## src/design/gradient_nonmax_suppression_unit_defines.svh

```systemverilog
// assertion macros for the gradient non-maximum suppression unit
`ifndef GRADIENT_NONMAX_SUPPRESSION_UNIT_DEFINES_SVH
`define GRADIENT_NONMAX_SUPPRESSION_UNIT_DEFINES_SVH

// same-cycle implication, sampled on clk, off during reset
`define GNMS_CHECK(label, ante, cons, msg) \
	label: assert property (@(posedge clk) disable iff (!arst_n) (ante) |-> (cons)) \
		else $error(msg);

// next-cycle implication, sampled on clk, off during reset
`define GNMS_CHECK_NEXT(label, ante, cons, msg) \
	label: assert property (@(posedge clk) disable iff (!arst_n) (ante) |=> (cons)) \
		else $error(msg);

`endif

```

## src/design/gnms_pkg.sv

```systemverilog
package gnms_pkg;

	localparam int unsigned MAX_WIDTH = 1024;
	localparam int unsigned ADDR_W    = $clog2(MAX_WIDTH);
	localparam int unsigned PIX_W     = 8;
	localparam int unsigned MAG_W     = 17;
	localparam int unsigned WIDTH_W   = 11;
	localparam int unsigned HEIGHT_W  = 13;
	localparam int unsigned CFG_W     = 13;

	localparam logic [WIDTH_W-1:0]  WIDTH_MIN    = 11'd3;
	localparam logic [WIDTH_W-1:0]  WIDTH_MAX    = WIDTH_W'(MAX_WIDTH);
	localparam logic [WIDTH_W-1:0]  WIDTH_RESET  = 11'd640;
	localparam logic [HEIGHT_W-1:0] HEIGHT_MIN   = 13'd3;
	localparam logic [HEIGHT_W-1:0] HEIGHT_MAX   = 13'd4096;
	localparam logic [HEIGHT_W-1:0] HEIGHT_RESET = 13'd480;

	// tan(22.5 deg) in unsigned q0.16
	localparam logic [14:0] TAN_Q16 = 15'd27146;

	typedef logic [PIX_W-1:0]  pix_t;
	typedef logic [MAG_W-1:0]  mag_t;
	typedef logic [ADDR_W-1:0] addr_t;

	typedef enum logic [1:0] {DIR_0, DIR_45, DIR_90, DIR_135} dir_t;
	typedef enum logic {REG_WIDTH, REG_HEIGHT} reg_idx_t;

	typedef struct packed {
		pix_t pixel;
		logic flush;
	} px_word_t;

	typedef struct packed {
		mag_t        magnitude_sq;
		logic [1:0]  direction;
		logic        last_of_frame;
	} res_word_t;

	// per-word raster position flags
	typedef struct packed {
		addr_t addr;
		logic  interior;
		logic  emit;
		logic  last;
		logic  i_ok;
		logic  j_ok;
	} pos_t;

	typedef struct packed {
		pos_t pos;
		pix_t pix;
	} s1_t;

	// one column of the line memory
	typedef struct packed {
		pix_t pix;
		mag_t mag_near;
		mag_t mag_far;
		dir_t dir;
	} line_word_t;

	typedef struct packed {
		pos_t pos;
		pix_t pix;
		mag_t mag_new;
		dir_t dir_new;
		mag_t mag_near;
		mag_t mag_far;
		dir_t dir_old;
	} s2_t;

	function automatic pix_t mag_abs(input logic signed [PIX_W:0] v);
		pix_t r;
		r = v[PIX_W] ? PIX_W'(-v) : v[PIX_W-1:0];
		return r;
	endfunction

	// bin of atan2(-gx, gy) folded to [0,180)
	function automatic dir_t bin_direction(input logic signed [PIX_W:0] gx,
			input logic signed [PIX_W:0] gy);
		pix_t        ax;
		pix_t        ay;
		logic [23:0] lhs_lo;
		logic [23:0] rhs_lo;
		logic [23:0] lhs_hi;
		logic [23:0] rhs_hi;
		logic        below_lo;
		logic        below_hi;
		logic        same_sign;
		dir_t        d;
		ax        = mag_abs(gx);
		ay        = mag_abs(gy);
		lhs_lo    = {ax, 16'h0000};
		rhs_lo    = 24'(TAN_Q16) * 24'(ay);
		lhs_hi    = 24'(TAN_Q16) * 24'(ax);
		rhs_hi    = {ay, 16'h0000};
		below_lo  = lhs_lo < rhs_lo;
		below_hi  = lhs_hi < rhs_hi;
		same_sign = gx[PIX_W] != gy[PIX_W];
		priority if (gx == '0) begin
			d = DIR_0;
		end else if (gy == '0) begin
			d = DIR_90;
		end else if (below_lo) begin
			d = DIR_0;
		end else if (below_hi) begin
			d = same_sign ? DIR_45 : DIR_135;
		end else begin
			d = DIR_90;
		end
		return d;
	endfunction

endpackage

```

## src/design/gnms_suppress.sv

```systemverilog
module gnms_suppress (
	input  logic                clk,
	input  logic                arst_n,
	input  logic                load,
	input  gnms_pkg::s2_t       s2,
	output gnms_pkg::res_word_t res,
	output logic                emit
);
	import gnms_pkg::*;

	mag_t win_q [3][3];
	dir_t dirw_q [3];
	logic emit_s3;
	logic last_s3;
	logic i_ok_s3;
	logic j_ok_s3;
	mag_t centre;
	mag_t side_a;
	mag_t side_b;
	mag_t cmp;
	logic use_cmp;

	// 3x3 magnitude window, rows oldest to newest, columns left to right
	always_ff @(posedge clk or negedge arst_n) begin
		if (!arst_n) begin
			for (int k = 0; k < 3; k++) begin
				for (int j = 0; j < 3; j++) begin
					win_q[k][j] <= '0;
				end
				dirw_q[k] <= DIR_0;
			end
		end else if (load) begin
			for (int k = 0; k < 3; k++) begin
				win_q[k][0] <= win_q[k][1];
				win_q[k][1] <= win_q[k][2];
			end
			win_q[0][2] <= s2.mag_far;
			win_q[1][2] <= s2.mag_near;
			win_q[2][2] <= s2.mag_new;
			dirw_q[0]   <= dirw_q[1];
			dirw_q[1]   <= dirw_q[2];
			dirw_q[2]   <= s2.dir_old;
		end
	end

	always_ff @(posedge clk) begin
		if (load) begin
			emit_s3 <= s2.pos.emit;
			last_s3 <= s2.pos.last;
			i_ok_s3 <= s2.pos.i_ok;
			j_ok_s3 <= s2.pos.j_ok;
		end
	end

	always_comb begin
		centre = win_q[1][1];
		unique case (dirw_q[1])
			DIR_0: begin
				use_cmp = i_ok_s3;
				side_a  = win_q[0][1];
				side_b  = win_q[2][1];
			end
			DIR_45: begin
				use_cmp = i_ok_s3 && j_ok_s3;
				side_a  = win_q[2][0];
				side_b  = win_q[0][2];
			end
			DIR_90: begin
				use_cmp = j_ok_s3;
				side_a  = win_q[1][0];
				side_b  = win_q[1][2];
			end
			DIR_135: begin
				use_cmp = i_ok_s3 && j_ok_s3;
				side_a  = win_q[0][0];
				side_b  = win_q[2][2];
			end
		endcase
		cmp = (side_a > side_b) ? side_a : side_b;
		res.magnitude_sq  = (use_cmp && (centre < cmp)) ? '0 : centre;
		res.direction     = dirw_q[1];
		res.last_of_frame = last_s3;
	end

	assign emit = emit_s3;

endmodule

```

## config.mk

```make
export PLATFORM = sky130hd
export DESIGN_NAME = gnms_suppress
export DESIGN_NICKNAME = d
export VERILOG_FILES = /design/src/design/gradient_nonmax_suppression_unit_defines.svh /design/src/design/gnms_pkg.sv /design/src/design/gnms_suppress.sv
export SDC_FILE = /design/constraint.sdc
export NUM_CORES = 1
export LEC_CHECK = 0
export ABC_CLOCK_PERIOD_IN_PS = 6650
export BUFFER_PORTS_ARGS = -buffer_cell sky130_fd_sc_hd__buf_2
export CORE_MARGIN = 2
export CORE_UTILIZATION = 55
export DETAILED_ROUTE_END_ITERATION = 7
export GPL_ROUTABILITY_DRIVEN = 0
export GPL_TIMING_DRIVEN = 0
export PLACE_DENSITY = 0.76
export SYNTH_ARGS = -nofsm -noshare
export SYNTH_HDL_FRONTEND = slang
export SYNTH_SLANG_ARGS = --single-unit
```

## constraint.sdc

```tcl
create_clock -name clk -period 6.65 [get_ports clk]
set_input_delay 0.665 -clock clk [delete_from_list [all_inputs] [get_ports clk]]
set_output_delay 0.665 -clock clk [all_outputs]
set_load 0.01 [all_outputs]
```

-- Word-level counts from Yosys, hierarchy flattened
Cells that the tools add are included.
- logic and storage cells: 29
- output and inout port bits: 21
- bits in registers: 161
- muxes and demuxes: 5
- magnitude comparators: 2
- reductions and logical operators: 4
- equal/unequal tests: 3
- operator list (kind ; number):
    one-hot mux 17 bit (4 select lines) ; 2
    two-way mux 17 bit ; 2
    > comparator 17 bit ; 1
    less-than comparator 17 bit ; 1
    == test 2 bit, second input constant ; 2
    one-hot mux 1 bit (3 select lines) ; 1
    == test 2 x 1 -> 1 bit, second input constant ; 1
    logical AND 1 bit ; 2
    logical NOT 2 bit ; 1
    OR reduction 2 bit ; 1

-- Logic depth before layout (Yosys ltp)
Gate-level depths: netlist of run 1.
- word-level depth: 7
- mapped depth: 21

-- Worst setup path after synthesis of run 1
OpenSTA, ideal clock, no wires.
- path kind: flip-flop to output port
- from: register dirw_q, in the netlist res[2]
- to: output port res[10] in the netlist's numbering
- data arrival time: 5.147 ns
- required time: 5.985 ns
- stages on the path, launching flop included: 21
- setup slack: 0.838 ns
- path through: dfrtp_1 buf_2 buf_1 mux4_2 inv_1 ha_1 nand4_2 or4_4 or3_4 nand2_2 buf_4 mux2i_1 ha_1 a2111oi_0 o211ai_1 o211ai_1 nand3_1 and4b_1 buf_6 buf_12 nor3b_2
- RTL lines (element ; RTL line ; text):
    from (decl) ; gnms_suppress.sv:12 ; dir_t dirw_q [3];
    to (decl) ; gnms_suppress.sv:6 ; output gnms_pkg::res_word_t res,

==> flow_metrics.env, run 1 <==
export IMPL_synth_warning_count=0
export IMPL_clkSlewWorstSetupHoldPaths_ps=60
export IMPL_ys_types=37
export IMPL_wirelength_um=18300
export IMPL_drc=0
export IMPL_ys_ff_latch=161
export IMPL_nFillCells=1018
export IMPL_clkLatencyLatePin_ps=430
export IMPL_syn_mean_instance_area_sq_um=15.1
export IMPL_dpl_cell_area_sq_um=8610
export IMPL_grt_pass1_vias=5390
export IMPL_setup_viol=0
export IMPL_timing_fmax_ghz=0.155
export IMPL_clock_sinks=161
export IMPL_final_area_sq_um=9280
export IMPL_setup_ws_ps=214
export IMPL_slowest_stage="or4_4"
export IMPL_post_place_cells=789
export IMPL_grt_max_degree=86
export IMPL_design_die_area_sq_um=15400
export IMPL_worstPathMaxFanout=10
export IMPL_min_path_type="input port to async pin"
export IMPL_finalNonFillerCells=821
export IMPL_relSlewSlack_pct=34.2
export IMPL_cts_tree="done"
export IMPL_place_hpwl_um=12500
export IMPL_cp_start_kind="flip-flop"
export IMPL_worstPathCellList="buf_6, buf_8, mux4_2, ha_1, nand4_2, or4_4, or3_4, nand2_4, buf_6, mux2i_1, ha_1, a2111oi_4, o211ai_1, o211ai_1, nand3_2, and4b_1, buf_6, buf_12, nor3b_2, buf_2"
export IMPL_dominantRegCellSynth="dfrtp_1"
export IMPL_cts_buffers_inserted=17
export IMPL_drive_gt1_share_pct=52.6
export IMPL_end_kind="output pin"
export IMPL_rows=43
export IMPL_hold_viol=0
export IMPL_root_buffer="clkbuf_16"
export IMPL_syn_area_sq_um=7950
export IMPL_gr_total_overflow=0
export IMPL_worst_pin_slew_ps=987
export IMPL_ant_nets=0
export IMPL_setup_worst_path_class="flip-flop to output pin"
export IMPL_syn_nets=642
export IMPL_antennaDiodeCount=0
export IMPL_maxSlewViolCount=0
export IMPL_power_leakage_nw=4.07
export IMPL_track_usage_pct=24.8
export IMPL_die_w_um=124
export IMPL_critical_path_arrival_ps=5770
export IMPL_io_buffers=80
export IMPL_area_growth_pct=16.6
export IMPL_drtIter0Drc=242
export IMPL_cap_violations=0
export IMPL_fin_nets=742
export IMPL_h_tree_depth=4
export IMPL_fin_skew_ps=6.79
export IMPL_vias_per_cell=6.00
export IMPL_peakVddDrop_mv=0.226
export IMPL_ys_seq_area_share_pct=50.9
export IMPL_min_period_ps=6440
export IMPL_synth_edf_count=4
export IMPL_pin_count=102
export IMPL_finalCritPeriodShare_pct=96.8
export IMPL_pre_cts_slack_ps=-294
export IMPL_vias=4928
export IMPL_critPathRequiredTime_ps=5980
export IMPL_p_total_mw=3.28
export IMPL_cpMostUsedCell="buf_6"
export IMPL_critPathMaxStageDelay_ps=590
export IMPL_p_per_area_nw_per_um2=353
export IMPL_ys_async_sr_fraction_pct=97.5
export IMPL_synth_cells=528
export IMPL_status="complete, no violations"
export IMPL_coreArea_sq_um=14000
export IMPL_dieHeight_um=124
export IMPL_antenna_found_initial=0
export IMPL_start_util_pct=56.9
export IMPL_grt_pass1_wl_um=29200
export IMPL_detail_route_first_pass_iterations=4
export IMPL_wl_per_cell_um=22.2
export IMPL_postCtsHoldBufs=0
export IMPL_ctsLongestPathBuffers=2
## Yosys cell counts, drive strengths merged (2+ instances only)
library cell | count | share of area (%)
a211oi | 5 | 0.47
a21oi | 8 | 0.50
a2bb2oi | 2 | 0.22
buf | 14 | 1.3
clkbuf | 18 | 0.85
dfrtp | 157 | 49
edfxtp | 4 | 1.5
ha | 33 | 5.2
inv | 19 | 0.90
mux2 | 158 | 22
mux2i | 17 | 2.1
mux4 | 33 | 9.3
nand2 | 7 | 0.36
nand2b | 2 | 0.16
nand4 | 7 | 0.63
nor2 | 5 | 0.24
nor3b | 16 | 2.1
o211ai | 3 | 0.35
o21a | 4 | 0.38
o21ai | 7 | 0.44
## critical path, delay by kind of cell (launching register included)
family                   cells  cell delay (ps)
AND/OR/NAND/NOR              7             1820
buffers and inverters        6             1020
multiplexers                 2              740
AO/OA/AOI/OAI                3              720
adder cells (fa/ha/maj)      2              660
flip-flops                   1              360
## metal layers
metal	vias to the layer above	part of all wire [%]	global-route usage, %
met5	-	0	0
met4	0	2.5	8.66
met3	34	5.5	6.70
met2	148	49	39.9
met1	2576	43	32.9
li1	2170	-	-
## worst paths after layout
check,to,start,slack [ps],depth (start not counted)
setup / recovery,res[10],res[2],210,20
hold / removal,win_q[55],arst_n,250,1
setup reg to reg,res[1],res[1],5350,2
hold reg to reg,win_q[152],win_q[152],510,1
max in group asynchronous,res[1],arst_n,5540,2
min in group clk,last_s3,s2[65],420,1
## stage by stage
step                TNS, ps  util (%)  hold slack [ps]
global placement      -2030      61.3              484
finish                    0      66.3              251
global route           -194      66.3              297
CTS                       0      65.9              273
floorplan                 0         -              369
detailed placement    -3280      61.6              493
## where the power goes
group	switching, mW	internal (mW)	leakage (nW)
clock	0.394	0.537	0.263
combinational	0.558	0.552	1.93
sequential	0.110	1.13	1.88
## kinds of logic after synthesis
kind of cell             Yosys count  share of synthesized area, %
AO/OA/AOI/OAI                     32                          2.88
flip-flops                       161                          50.9
buffers and inverters             51                          3.04
multiplexers                     208                          33.9
AND/OR/NAND/NOR                   43                          4.14
adder cells (fa/ha/maj)           33                          5.19
## repair_timing
| item | 4_1_cts | 5_1_grt |
|---|---|---|
| buffers inserted | 1 | 0 |
| hold endpoints to repair | 0 | 0 |
| resized for setup | 18 | 9 |
| pin swaps | 0 | 1 |
| cloned | 0 | 0 |
| setup endpoints to repair | 17 | 16 |
## sequential cells by signal, summed over array words and instances, names as in the netlist
name / count
win_q: 136
last_s3: 1
i_ok_s3: 1
centre: 17
dirw_q: 2
emit: 1
res: 2
j_ok_s3: 1
## cell type report
type | instances | area, sq um | area share [%]
Clock inverter | 11 | 105 | 1.13
Multi-Input combinational cell | 316 | 3720 | 40.1
Inverter | 19 | 71.3 | 0.769
Sequential cell | 161 | 4050 | 43.7
Tap cell | 180 | 225 | 2.43
Clock buffer | 21 | 460 | 4.96
Timing Repair Buffer | 82 | 442 | 4.76
Buffer | 31 | 206 | 2.23
## cell usage in the layout, fill, tap and decap left out, types with 7 or more instances in the layout
cell type | netlist | final
mux2_2 | 158 | 158
dfrtp_1 | 157 | 156
buf_2 | 3 | 80
mux4_2 | 33 | 33
ha_1 | 33 | 33
inv_1 | 19 | 19
mux2i_1 | 17 | 17
clkbuf_1 | 18 | 17
clkbuf_16 | 0 | 17
nor3b_2 | 10 | 10
a21oi_1 | 8 | 8
buf_6 | 2 | 7
o21ai_0 | 7 | 7
No activity file was read; power rests on OpenSTA's default activity.
==> run 2: changes to the inputs <==
- ABC_CLOCK_PERIOD_IN_PS: 6650 -> 7600
- clock period: 6.65 -> 7.6 ns (I/O delays scaled with it)
==> flow_metrics.env, run 2 (synthesis gave the netlist of run 1 again) <==
export IMPL_rows=43
export IMPL_min_period_ps=7180
export IMPL_area_growth_pct=15.6
export IMPL_design_die_area_sq_um=15400
export IMPL_critPathMaxStageDelay_ps=580
export IMPL_maxSlewViolCount=0
export IMPL_coreArea_sq_um=14000
export IMPL_track_usage_pct=24.8
export IMPL_p_per_area_nw_per_um2=308
export IMPL_grt_max_degree=86
export IMPL_finalNonFillerCells=821
export IMPL_peakVddDrop_mv=0.209
export IMPL_place_hpwl_um=12500
export IMPL_cts_tree="done"
export IMPL_end_kind="output pin"
export IMPL_clock_sinks=161
export IMPL_dieHeight_um=124
export IMPL_critPathRequiredTime_ps=6840
export IMPL_drc=0
export IMPL_min_path_type="input port to async pin"
export IMPL_largest_reg_flops=136
export IMPL_ctsLongestPathBuffers=2
export IMPL_relSlewSlack_pct=34.0
export IMPL_fin_nets=742
export IMPL_power_leakage_nw=4.04
export IMPL_clkLatencyLatePin_ps=430
export IMPL_post_place_cells=789
export IMPL_worstPathCellList="clkbuf_1, clkbuf_2, mux4_2, inv_1, ha_1, nand4_2, or4_4, or3_4, nand2_2, buf_4, mux2i_1, ha_1, a2111oi_1, o211ai_1, o211ai_1, nand3_1, a221oi_4, buf_6, nor3b_2, buf_2"
export IMPL_finalCritPeriodShare_pct=94.5
export IMPL_whs_ps=340
export IMPL_cap_violations=0
export IMPL_gr_total_overflow=0
export IMPL_hold_viol=0
export IMPL_wl_per_cell_um=22.3
export IMPL_antennaDiodeCount=0
export IMPL_detail_route_first_pass_iterations=4
export IMPL_final_util_pct=65.7
export IMPL_cp_start_kind="flip-flop"
export IMPL_cts_buffers_inserted=17
export IMPL_setup_tns_ps=0
export IMPL_p_total_mw=2.83
export IMPL_top_register="win_q"
export IMPL_fin_skew_ps=7.45
export IMPL_grt_pass1_vias=5365
export IMPL_setup_viol=0
export IMPL_root_buffer="clkbuf_16"
export IMPL_grt_pass1_wl_um=29200
export IMPL_clkSlewWorstSetupHoldPaths_ps=60
export IMPL_drive_gt1_share_pct=52.0
export IMPL_final_seq_area_sq_um=4050
export IMPL_postCtsHoldBufs=0
export IMPL_cts_setup_buffers=0
export IMPL_timing_fmax_ghz=0.139
export IMPL_setup_worst_path_class="flip-flop to output pin"
export IMPL_worst_pin_slew_ps=990
export IMPL_h_tree_depth=4
export IMPL_ant_nets=0
export IMPL_rsz0062_at_grt="false"
export IMPL_cp_top_family="buffers and inverters"
export IMPL_start_util_pct=56.9
export IMPL_status="complete, no violations"
export IMPL_multi_input_area_sq_um=3670
export IMPL_die_w_um=124
export IMPL_slowest_stage="or4_4"
export IMPL_vias_per_cell=6.02
export IMPL_drtIter0Drc=287
export IMPL_antenna_found_initial=0
export IMPL_path_buf_inv=6
export IMPL_io_buffers=80
export IMPL_pin_count=102
export IMPL_critical_path_arrival_ps=6420
export IMPL_wirelength_um=18300
export IMPL_worstPathMaxFanout=10
export IMPL_vias=4939
export IMPL_cp_num_cells=20
export IMPL_rr_worst_depth=3
export IMPL_final_cell_mix="158 x mux2_2, 157 x dfrtp_1, 81 x buf_2, 33 x mux4_2, 33 x ha_1"
export IMPL_nFillCells=1029
export IMPL_final_common_cell="mux2_2"
[run 2: cell types whose count changed in the layout (fill, tap and decap cells not counted), sizes merged]
cell	before	now
clkbuf	38	42
buf	96	92
[run 2: layout make-up]
class	count	share of cell area (%)
sequential	161	44.0
multi-input combinational	316	39.9
clock buffer	21	5.01
timing repair buffer	81	4.72
tap	180	2.45
buffer	32	1.93
clock inverter	11	1.14
inverter	19	0.776
[run 2: final timing paths]
check / endpoint / slack [ps] / startpoint
worst max-delay path: res[10] / 420 / res[1]
worst min-delay path: win_q[55] / 340 / arst_n
worst max register to register: res[1] / 6030 / res[1]
worst min register to register: win_q[137] / 510 / win_q[137]
max in group asynchronous: win_q[150] / 6420 / arst_n
min in group clk: win_q[137] / 510 / win_q[137]
[run 2: metrics by stage]
stage | worst slack, ps | cell area, sq um
2_1_floorplan | 1690 | 7950
3_3_place_gp | 640 | 8580
3_5_place_dp | 561 | 8610
4_1_cts | 69.2 | 9180
5_1_grt | 46.3 | 9190
6_report | 420 | 9190
[run 2: layer usage]
layer | part of all wire, % | GRT usage (%) | wire length [um]
met1 | 43 | 33.2 | 7880
met2 | 49 | 39.6 | 8970
met3 | 5.4 | 6.27 | 987
met4 | 2.4 | 8.72 | 434
met5 | 0 | 0 | 0
[run 2: what timing repair did]
action                                 4_1_cts  5_1_grt
gates resized for setup                      0       11
endpoints found under the hold margin        0        0
setup endpoints to repair                    0       16
[run 2: power by group]
part           switching [mW]  internal, mW  total (mW)  leakage [nW]
Combinational           0.471         0.461       0.932          1.90
Sequential             0.0931         0.987        1.08          1.88
Clock                   0.350         0.470       0.819         0.263
