<file path="config.mk">
export PLATFORM = sky130hd
export DESIGN_NAME = gnms_gradient
export DESIGN_NICKNAME = d
export VERILOG_FILES = /design/src/design/gradient_nonmax_suppression_unit_defines.svh /design/src/design/gnms_pkg.sv /design/src/design/gnms_gradient.sv
export SDC_FILE = /design/constraint.sdc
export NUM_CORES = 1
export LEC_CHECK = 0
export BUFFER_PORTS_ARGS = -buffer_cell sky130_fd_sc_hd__buf_2
export CORE_MARGIN = 4
export CORE_UTILIZATION = 40
export CTS_BUF_LIST = sky130_fd_sc_hd__clkbuf_8
export CTS_CLUSTER_DIAMETER = 50
export DETAILED_ROUTE_END_ITERATION = 6
export SYNTH_ARGS = -nofsm -noshare
export SYNTH_HDL_FRONTEND = slang
export SYNTH_SLANG_ARGS = --single-unit
</file>
<file path="constraint.sdc">
create_clock -name clk -period 8.2 [get_ports clk]
set_input_delay 1.64 -clock clk [delete_from_list [all_inputs] [get_ports clk]]
set_output_delay 1.64 -clock clk [all_outputs]
set_load 0.01 [all_outputs]
</file>
<file path="src/design/gradient_nonmax_suppression_unit_defines.svh">
// assertion macros for the gradient non-maximum suppression unit
`ifndef GRADIENT_NONMAX_SUPPRESSION_UNIT_DEFINES_SVH
`define GRADIENT_NONMAX_SUPPRESSION_UNIT_DEFINES_SVH

// same-cycle implication, sampled on clk, off during reset
`define GNMS_CHECK(label, ante, cons, msg) \
	label: assert property (@(posedge clk) disable iff (!arst_n) (ante) |-> (cons)) \
		else $error(msg);

// next-cycle implication, sampled on clk, off during reset
`define GNMS_CHECK_NEXT(label, ante, cons, msg) \
	label: assert property (@(posedge clk) disable iff (!arst_n) (ante) |=> (cons)) \
		else $error(msg);

`endif

</file>
<file path="src/design/gnms_pkg.sv">
package gnms_pkg;

	localparam int unsigned MAX_WIDTH = 1024;
	localparam int unsigned ADDR_W    = $clog2(MAX_WIDTH);
	localparam int unsigned PIX_W     = 8;
	localparam int unsigned MAG_W     = 17;
	localparam int unsigned WIDTH_W   = 11;
	localparam int unsigned HEIGHT_W  = 13;
	localparam int unsigned CFG_W     = 13;

	localparam logic [WIDTH_W-1:0]  WIDTH_MIN    = 11'd3;
	localparam logic [WIDTH_W-1:0]  WIDTH_MAX    = WIDTH_W'(MAX_WIDTH);
	localparam logic [WIDTH_W-1:0]  WIDTH_RESET  = 11'd640;
	localparam logic [HEIGHT_W-1:0] HEIGHT_MIN   = 13'd3;
	localparam logic [HEIGHT_W-1:0] HEIGHT_MAX   = 13'd4096;
	localparam logic [HEIGHT_W-1:0] HEIGHT_RESET = 13'd480;

	// tan(22.5 deg) in unsigned q0.16
	localparam logic [14:0] TAN_Q16 = 15'd27146;

	typedef logic [PIX_W-1:0]  pix_t;
	typedef logic [MAG_W-1:0]  mag_t;
	typedef logic [ADDR_W-1:0] addr_t;

	typedef enum logic [1:0] {DIR_0, DIR_45, DIR_90, DIR_135} dir_t;
	typedef enum logic {REG_WIDTH, REG_HEIGHT} reg_idx_t;

	typedef struct packed {
		pix_t pixel;
		logic flush;
	} px_word_t;

	typedef struct packed {
		mag_t        magnitude_sq;
		logic [1:0]  direction;
		logic        last_of_frame;
	} res_word_t;

	// per-word raster position flags
	typedef struct packed {
		addr_t addr;
		logic  interior;
		logic  emit;
		logic  last;
		logic  i_ok;
		logic  j_ok;
	} pos_t;

	typedef struct packed {
		pos_t pos;
		pix_t pix;
	} s1_t;

	// one column of the line memory
	typedef struct packed {
		pix_t pix;
		mag_t mag_near;
		mag_t mag_far;
		dir_t dir;
	} line_word_t;

	typedef struct packed {
		pos_t pos;
		pix_t pix;
		mag_t mag_new;
		dir_t dir_new;
		mag_t mag_near;
		mag_t mag_far;
		dir_t dir_old;
	} s2_t;

	function automatic pix_t mag_abs(input logic signed [PIX_W:0] v);
		pix_t r;
		r = v[PIX_W] ? PIX_W'(-v) : v[PIX_W-1:0];
		return r;
	endfunction

	// bin of atan2(-gx, gy) folded to [0,180)
	function automatic dir_t bin_direction(input logic signed [PIX_W:0] gx,
			input logic signed [PIX_W:0] gy);
		pix_t        ax;
		pix_t        ay;
		logic [23:0] lhs_lo;
		logic [23:0] rhs_lo;
		logic [23:0] lhs_hi;
		logic [23:0] rhs_hi;
		logic        below_lo;
		logic        below_hi;
		logic        same_sign;
		dir_t        d;
		ax        = mag_abs(gx);
		ay        = mag_abs(gy);
		lhs_lo    = {ax, 16'h0000};
		rhs_lo    = 24'(TAN_Q16) * 24'(ay);
		lhs_hi    = 24'(TAN_Q16) * 24'(ax);
		rhs_hi    = {ay, 16'h0000};
		below_lo  = lhs_lo < rhs_lo;
		below_hi  = lhs_hi < rhs_hi;
		same_sign = gx[PIX_W] != gy[PIX_W];
		priority if (gx == '0) begin
			d = DIR_0;
		end else if (gy == '0) begin
			d = DIR_90;
		end else if (below_lo) begin
			d = DIR_0;
		end else if (below_hi) begin
			d = same_sign ? DIR_45 : DIR_135;
		end else begin
			d = DIR_90;
		end
		return d;
	endfunction

endpackage

</file>
<file path="src/design/gnms_gradient.sv">
module gnms_gradient (
	input  logic                 clk,
	input  logic                 arst_n,
	input  logic                 load,
	input  gnms_pkg::s1_t        s1,
	input  gnms_pkg::line_word_t rd,
	output gnms_pkg::s2_t        s2
);
	import gnms_pkg::*;

	logic signed [PIX_W:0] diff_x;
	logic signed [PIX_W:0] diff_y;
	logic signed [PIX_W:0] gx_s2;
	logic signed [PIX_W:0] gy_s2;
	pos_t                  pos_s2;
	pix_t                  pix_s2;
	mag_t                  near_s2;
	mag_t                  far_s2;
	dir_t                  dir_s2;
	pix_t                  prev_q;
	pix_t                  ax;
	pix_t                  ay;
	logic [2*PIX_W-1:0]    sq_x;
	logic [2*PIX_W-1:0]    sq_y;

	// border pixels get zero gradient
	assign diff_x = s1.pos.interior ?
		($signed({1'b0, rd.pix}) - $signed({1'b0, prev_q})) : '0;
	assign diff_y = s1.pos.interior ?
		($signed({1'b0, s1.pix}) - $signed({1'b0, rd.pix})) : '0;

	always_ff @(posedge clk or negedge arst_n) begin
		if (!arst_n) begin
			prev_q <= '0;
		end else if (load) begin
			prev_q <= rd.pix;
		end
	end

	always_ff @(posedge clk) begin
		if (load) begin
			gx_s2   <= diff_x;
			gy_s2   <= diff_y;
			pos_s2  <= s1.pos;
			pix_s2  <= s1.pix;
			near_s2 <= rd.mag_near;
			far_s2  <= rd.mag_far;
			dir_s2  <= rd.dir;
		end
	end

	assign ax   = mag_abs(gx_s2);
	assign ay   = mag_abs(gy_s2);
	assign sq_x = (2*PIX_W)'(ax) * (2*PIX_W)'(ax);
	assign sq_y = (2*PIX_W)'(ay) * (2*PIX_W)'(ay);

	assign s2.pos      = pos_s2;
	assign s2.pix      = pix_s2;
	assign s2.mag_new  = MAG_W'(sq_x) + MAG_W'(sq_y);
	assign s2.dir_new  = bin_direction(gx_s2, gy_s2);
	assign s2.mag_near = near_s2;
	assign s2.mag_far  = far_s2;
	assign s2.dir_old  = dir_s2;

endmodule

</file>
### After elaboration in Yosys (flattened, before gate mapping)

Cells that the tools add are included.

| cells by class | value |
|---|---|
| add/sub/neg operators | 5 |
| multiply operators | 4 |
| divide/modulo/power cells | 0 |
| magnitude comparators | 2 |
| equality and inequality tests | 1 |
| shift operators | 0 |
| multiplexer cells | 7 |
| bitwise operators | 0 |
| reductions and logical operators | 2 |

Operators by type and width:

| kind | count |
|---|---|
| multiplier 14 x 8 -> 22 bit (first input constant) | 2 |
| multiplier 8 x 8 -> 16 bit | 2 |
| < comparator 23 x 24 -> 1 bit | 1 |
| < comparator 24 x 23 -> 1 bit | 1 |
| logical NOT 9 bit | 2 |
| subtractor 8 x 8 -> 9 bit | 2 |
| adder 16 x 16 -> 17 bit | 1 |
| two-way mux 8 bit | 2 |
| negator 8 bit | 2 |
| two-way mux 2 bit | 5 |
| inequality test 1 bit | 1 |

| storage, ports and cells | value |
|---|---|
| register bits after elaboration | 85 |
| latch bits | 0 |
| RAM bits | 0 |
| memory bits (read-only) | 0 |
| input port bits | 70 |
| output and inout bits | 78 |
| word-level logic and storage cells | 34 |
| memories | 0 |

### Depth between registers and ports, before layout

Gate-level depths: netlist of the first run.

| depth | value |
|---|---|
| depth after elaboration | 8 |
| gate-level depth with buffers | 28 |
| mapped depth without buffers | 28 |

### Worst setup path after synthesis of the first run

No wires, ideal clock.

| path | value |
|---|---|
| path kind | flip-flop to output port |
| start point | reg gx_s2[0] |
| end point | out s2[54] in the netlist's numbering |
| arrival time | 6.888 ns |
| data required time | 6.560 ns |
| slack | -0.328 ns |
| stages on the path, launching flop included | 24 |
| path buffers | 0 |
| cells stage by stage | edfxtp_1 > inv_1 > ha_1 > nand2b_1 > or4_1 > nand2_1 > xnor2_1 > nand2_1 > fa_1 > fa_1 > inv_1 > fa_1 > fa_1 > inv_1 > fa_1 > fa_1 > inv_1 > ha_1 > o21a_1 > a21oi_1 > o21ai_0 > a211oi_1 > a21oi_1 > o41ai_1 |

RTL lines:

| element | RTL line | source |
|---|---|---|
| start, declared | gnms_gradient.sv:13 | `logic signed [PIX_W:0] gx_s2;` |
| start signal, assigned | gnms_gradient.sv:42 | `gx_s2 <= diff_x;` |
| end, declared | gnms_gradient.sv:7 | `output gnms_pkg::s2_t s2` |

==> results.py, run 1 <==
metrics = {
    "run_status": {
        "status": "complete, but fails checks",
        "violations": "negative setup slack",
    },
    "global_routing": {
        "grt_pass1_vias": 7800,
        "grt_overflow": 0,
        "antenna_found_initial": 0,
        "grt_pass1_wl_mm": 38.6,
        "grt_max_degree": 93,
        "grtUsageTotal": 0.170,
    },
    "clocking": {
        "h-tree-depth": 3,
        "hold_buffers": 0,
        "worstSkewPairLatency_ps": 350,
        "cts_tree": "built",
        "cts_buffer_depth": 2,
        "cts_buffers": 9,
        "cts_root_buf": "clkbuf_8",
        "cts.sinks": 85,
        "clk_pin_slew_ps": 80,
    },
    "synthesis": {
        "synth_edf_count": 77,
        "synth_seq_cells": 85,
        "synth_common_cells": "ha_1 (199), inv_1 (156), fa_1 (96), edfxtp_1 (77), nor2_1 (56)",
        "synth.yosys.seq_area_share": 0.253,
        "post-synth-top-count-cell": "ha_1",
        "synth_area_leaders": "ha_1 (25%), edfxtp_1 (23%), fa_1 (19%)",
        "synth_flop_cell": "edfxtp_1",
        "synth_warnings": 0,
        "synth_cell_types": 60,
        "yosysTopAreaCellShare": 0.250,
        "synth-async-reset-ratio": 0.0941,
        "syn_area_per_cell_sq_um": 10.6,
        "synth_fp_nets": 1303,
        "synth_area_sq_mm": 0.00995,
        "yosysTopAreaCell": "ha_1",
        "synth_cells": 938,
    },
    "place": {
        "routabilityCongestion": 0.860,
        "portBuffers": 147,
        "place_worst_setup_slack_ps": -322,
        "placed_cell_area_sq_mm": 0.0118,
        "hpwl_mm": 20.2,
    },
    "worst_setup_path": {
        "cp.arrival_ps": 6640,
        "path_class": "reg -> out",
        "r2r-start": "prev_q[0]$_DFFE_PN0P_",
        "crit_required_ps": 6560,
        "ff2ff_path_depth": 9,
        "endpoint_kind": "output port",
        "critPathLaunchType": "flop",
        "r2r_end": "gx_s2[8]$_SDFFCE_PN0P_",
        "r2r_setup_slack_ps": 5940,
        "crit_fanout": 3,
    },
    "floorplan": {
        "core_sq_mm": 0.0244,
        "die_w_um": 166,
        "pin_count": 148,
        "die_area_sq_mm": 0.0275,
        "start_util": 0.408,
        "rows": 57,
        "die_h_um": 166,
    },
    "finish": {
        "drive_gt1_frac": 0.337,
        "antenna_cells": 0,
        "finish.net_count": 1569,
        "area_growth_pct": 30.0,
        "final_area_sq_mm": 0.0129,
    },
    "detailed_routing": {
        "routedWlPerCell_um": 15.6,
        "vias": 7570,
        "routed_wirelength_mm": 23.9,
        "drt_iter0_drc": 364,
        "drc": 0,
        "via_per_inst": 4.94,
        "dr.pass1.iters": 4,
        "final_antenna_net_count": 0,
    },
    "sta": {
        "setup_viol": 2,
        "rsz0062_at_grt": "true",
        "tightest_slew_ps": 1020,
        "hold_ws_ps": 518,
        "finalMaxSlewViolations": 0,
        "clock-skew-final_ps": 7.34,
        "period_share": 1.01,
        "worst_slack_ps": -81.5,
        "hold_viol": 0,
        "slew_headroom": 0.319,
        "max_freq_mhz": 121,
        "finalCriticalPeriod_ps": 8280,
        "fin_setup_tns_ps": -104,
    },
    "min_path": {
        "worstHoldStart": "prev_q[0]$_DFFE_PN0P_",
        "min_path_type": "reg -> reg",
        "whs_endpoint": "prev_q[0]$_DFFE_PN0P_",
        "hold_depth": 1,
    },
    "run": {
        "maxCapViolCount": 0,
    },
}
## routing by layer
layer	wire (um)	part of all wire	global-route usage
met2	11600	0.49	0.296
met1	10300	0.43	0.218
met5	0	0	0
met3	1550	0.065	0.0355
met4	475	0.020	0.0430
## layout by cell type (no fill, tap or decap), types with 4 or more instances in the layout
master and instances:
ha_1 173, buf_2 145, inv_1 144, buf_4 115, fa_1 84, edfxtp_1 77
nor2_1 51, nand2_1 37, xnor2_1 31, a21oi_1 28, o21ai_0 27, ha_4 23
xor2_1 16, nor3_1 16, inv_2 12, fa_2 12, nand3_1 11, o21a_1 11
a21o_1 11, a21oi_2 10, nor2b_1 10, clkbuf_8 10, dfrtp_1 8, nand2b_1 7
and3_1 7, buf_6 6, o21ai_2 5, nand2_2 5, o211ai_1 5, a21boi_0 4
nor2_2 4, nand4_1 4, nor3b_1 4
## how the worst max path moves through the flow
stage,startpoint,endpoint,cells after the start
floorplan,gy_s2[0]$_SDFFCE_PN0P_,s2[36],25
global placement,gx_s2[0]$_SDFFCE_PN0P_,s2[54],24
detailed placement,gy_s2[3]$_SDFFCE_PN0P_,s2[36],27
CTS,gy_s2[6]$_SDFFCE_PN0P_,s2[36],26
global route,gy_s2[0]$_SDFFCE_PN0P_,s2[54],26
finish,gy_s2[6]$_SDFFCE_PN0P_,s2[36],26
## flip-flops by register name (all words and copies together), names as in the netlist
name / cells
s2: 15
pix_s2: 8
prev_q: 8
far_s2: 17
gy_s2: 9
gx_s2: 9
dir_s2: 2
near_s2: 17
## metrics by stage
step | utilization | cells
final | 0.530 | 1533
after floorplan | - | 938
after global placement | 0.483 | 1492
after detailed placement | 0.483 | 1492
after CTS | 0.517 | 1523
after global routing | 0.530 | 1533
## kinds of logic (layout without fill, tap and decap cells)
| kind of cell | count (synthesis) | in the layout | synth area share |
|---|---|---|---|
| xor+xnor | 52 | 52 | 0.0458 |
| buf+inv | 169 | 440 | 0.0643 |
| mux | 5 | 5 | 0.00641 |
| flops | 85 | 85 | 0.253 |
| simple gates | 190 | 190 | 0.0942 |
| compound gates | 142 | 142 | 0.0932 |
| fa+ha+maj | 295 | 295 | 0.444 |
## worst max-delay path: stages, from the launching register on
cell       delay [ps]
edfxtp_1          390
or4_4             550
o21ai_2           130
xor2_1            190
inv_1             110
ha_4              180
ha_4              150
fa_2              470
ha_4              190
ha_4              150
a21o_1            180
or3_4             340
o221a_4           260
o2111ai_4         220
a31oi_2           120
or4_1             470
and3_4            170
ha_4              260
and3_4            190
o211ai_1          100
nor4b_2           230
o2111ai_1         160
nor4_2            250
buf_4             170
nor2_1             50
nor4b_2           390
buf_2             210
## area by class of cell
type                    instances  area [sq um]
clock buffers                  10           138
clock inverters                 6          75.1
fillers                      2245         11500
inverters                     158           597
multi-input cells             684          7550
flip-flops and latches         85          2510
well taps                     324           405
repair buffers                266          1660
## timing repair
action | CTS | global route
endpoints found under the setup margin | 9 | 8
pin swaps | 72 | 47
setup buffers | 17 | 10
resized for setup | 92 | 50
Power of run 1 is not shown: default switching activity piles up to over one toggle a cycle in this logic, so the estimate is an artifact.
==> run 2: changes to the inputs <==
Settings changed: CORE_UTILIZATION 40 to 35.
==> results.py, run 2 (synthesis gave the netlist of run 1 again) <==
metrics = {
    "clocking": {
        "cts_buffer_depth": 2,
        "clk_pin_slew_ps": 90,
        "worstSkewPairLatency_ps": 350,
        "cts.sinks": 85,
        "cts_tree": "built",
        "cts_buffers": 9,
        "cts_root_buf": "clkbuf_8",
        "hold_buffers": 0,
        "h-tree-depth": 3,
    },
    "detailed_routing": {
        "routedWlPerCell_um": 15.9,
        "vias": 7652,
        "final_antenna_net_count": 0,
        "drc": 0,
        "routed_wirelength_mm": 25.2,
        "via_per_inst": 4.82,
        "drt_iter0_drc": 342,
        "dr.pass1.iters": 5,
    },
    "sta": {
        "max_freq_mhz": 120,
        "finalMaxSlewViolations": 0,
        "tightest_slew_ps": 1040,
        "worst_slack_ps": -110,
        "clock-skew-final_ps": 8.05,
        "period_share": 1.01,
        "slew_headroom": 0.308,
        "setup_viol": 4,
        "finalCriticalPeriod_ps": 8310,
        "rsz0062_at_grt": "true",
        "hold_viol": 0,
        "hold_ws_ps": 524,
    },
    "worst_setup_path": {
        "endpoint_kind": "output port",
        "crit_required_ps": 6560,
        "cp.arrival_ps": 6670,
        "path_class": "reg -> out",
        "cp_cell_sequence": "or3_4 -> o31ai_4 -> xor2_1 -> buf_4 -> buf_4 -> nor2_1 -> ha_1 -> fa_1 -> inv_1 -> fa_1 -> inv_1 -> fa_1 -> inv_2 -> fa_1 -> fa_1 -> inv_2 -> ha_4 -> o21a_1 -> a21oi_2 -> o21ai_2 -> a211oi_2 -> a21oi_2 -> o41ai_2 -> buf_2",
        "critPathLaunchType": "flop",
        "worst_path_most_repeated_cell": "fa_1",
        "crit_buf_inv": 7,
        "crit_fanout": 7,
        "critPathMaxStageDelay_ps": 550,
        "critPathSlowestCell": "fa_1",
        "critPathTopFamily": "adder cells",
    },
    "global_routing": {
        "antenna_found_initial": 0,
        "grt_pass1_wl_mm": 40.3,
        "grt_overflow": 0,
        "grtUsageTotal": 0.161,
        "grt_max_degree": 93,
        "grt_pass1_vias": 7956,
    },
    "run": {
        "maxCapViolCount": 0,
    },
    "run_status": {
        "status": "complete, but fails checks",
        "violations": "negative setup slack",
    },
    "floorplan": {
        "die_area_sq_mm": 0.0312,
        "die_w_um": 177,
        "start_util": 0.356,
        "rows": 61,
        "pin_count": 148,
        "die_h_um": 177,
        "core_sq_mm": 0.0279,
    },
    "finish": {
        "finalNonFillerCells": 1586,
        "mostFrequentLayoutCells": "ha_1 (166), buf_2 (144), inv_1 (139)",
        "post-route-util": 0.469,
        "final_common_cell": "ha_1",
        "drive_gt1_frac": 0.345,
        "area_growth_pct": 31.8,
        "finish.net_count": 1567,
    },
    "place": {
        "routabilityCongestion": 0.840,
        "hpwl_mm": 20.8,
        "portBuffers": 147,
        "place_worst_setup_slack_ps": -207,
        "placed_cells": 1538,
    },
    "min_path": {
        "min_path_type": "reg -> reg",
    },
}
==> run 2: cell types whose count changed in the layout (fill, tap and decap cells not counted), moves of 2 or more <==
cell	delta
inv_1	-5
ha_1	-7
fa_1	+2
buf_6	+3
xnor2_1	-4
fa_2	-2
xnor2_2	+4
inv_2	+4
buf_4	-5
ha_4	+7
a31oi_1	+2
==> run 2: repair_timing <==
action                                  4_1_cts  5_1_grt
endpoints found under the setup margin        9        9
pin swaps                                    62       49
resized for setup                            91       71
buffers inserted                             18       15
==> run 2: worst paths after layout <==
kind	startpoint	end	slack [ps]	cells past startpoint
max reg2reg	prev_q[0]$_DFFE_PN0P_	gx_s2[8]$_SDFFCE_PN0P_	5900	9
max	gy_s2[2]$_SDFFCE_PN0P_	s2[54]	-110	24
min in group asynchronous	arst_n	prev_q[5]$_DFFE_PN0P_	1120	1
max in group asynchronous	arst_n	prev_q[1]$_DFFE_PN0P_	6890	1
min reg2reg	prev_q[0]$_DFFE_PN0P_	prev_q[0]$_DFFE_PN0P_	520	1
min	prev_q[0]$_DFFE_PN0P_	prev_q[0]$_DFFE_PN0P_	520	1
==> run 2: area by class of cell <==
cell class | instances | area (sq um)
Tap cell | 378 | 473
Inverter | 158 | 596
Fill cell | 2600 | 14800
Multi-Input combinational cell | 684 | 7650
Clock buffer | 10 | 138
Clock inverter | 6 | 75.1
Antenna cell | 1 | 2.50
Sequential cell | 85 | 2510
Timing Repair Buffer | 264 | 1670
==> run 2: worst register-to-register path, delay by kind of cell, from the launching register on <==
kind / cells / cell delay [ps]
AOI/OAI and AO/OA: 5 / 870
DFF: 1 / 390
adders and majority gates: 2 / 590
and+or+nand+nor: 2 / 190
==> run 2: per-stage QoR <==
stage / area (sq um) / setup TNS (ps)
final: 13100 / -211
after global routing: 13100 / -1740
after CTS: 12700 / -419
after detailed placement: 11800 / -414
after global placement: 11800 / -203
after floorplan: 9980 / 0
==> run 2: layer usage <==
layer | vias up | track usage | routed length, um
met1 | 3674 | 0.208 | 10800
li1 | 3751 | - | -
met5 | - | 0 | 0
met4 | 0 | 0.0258 | 255
met3 | 21 | 0.0291 | 1520
met2 | 206 | 0.286 | 12600
Power of run 2 is left out for the same reason.
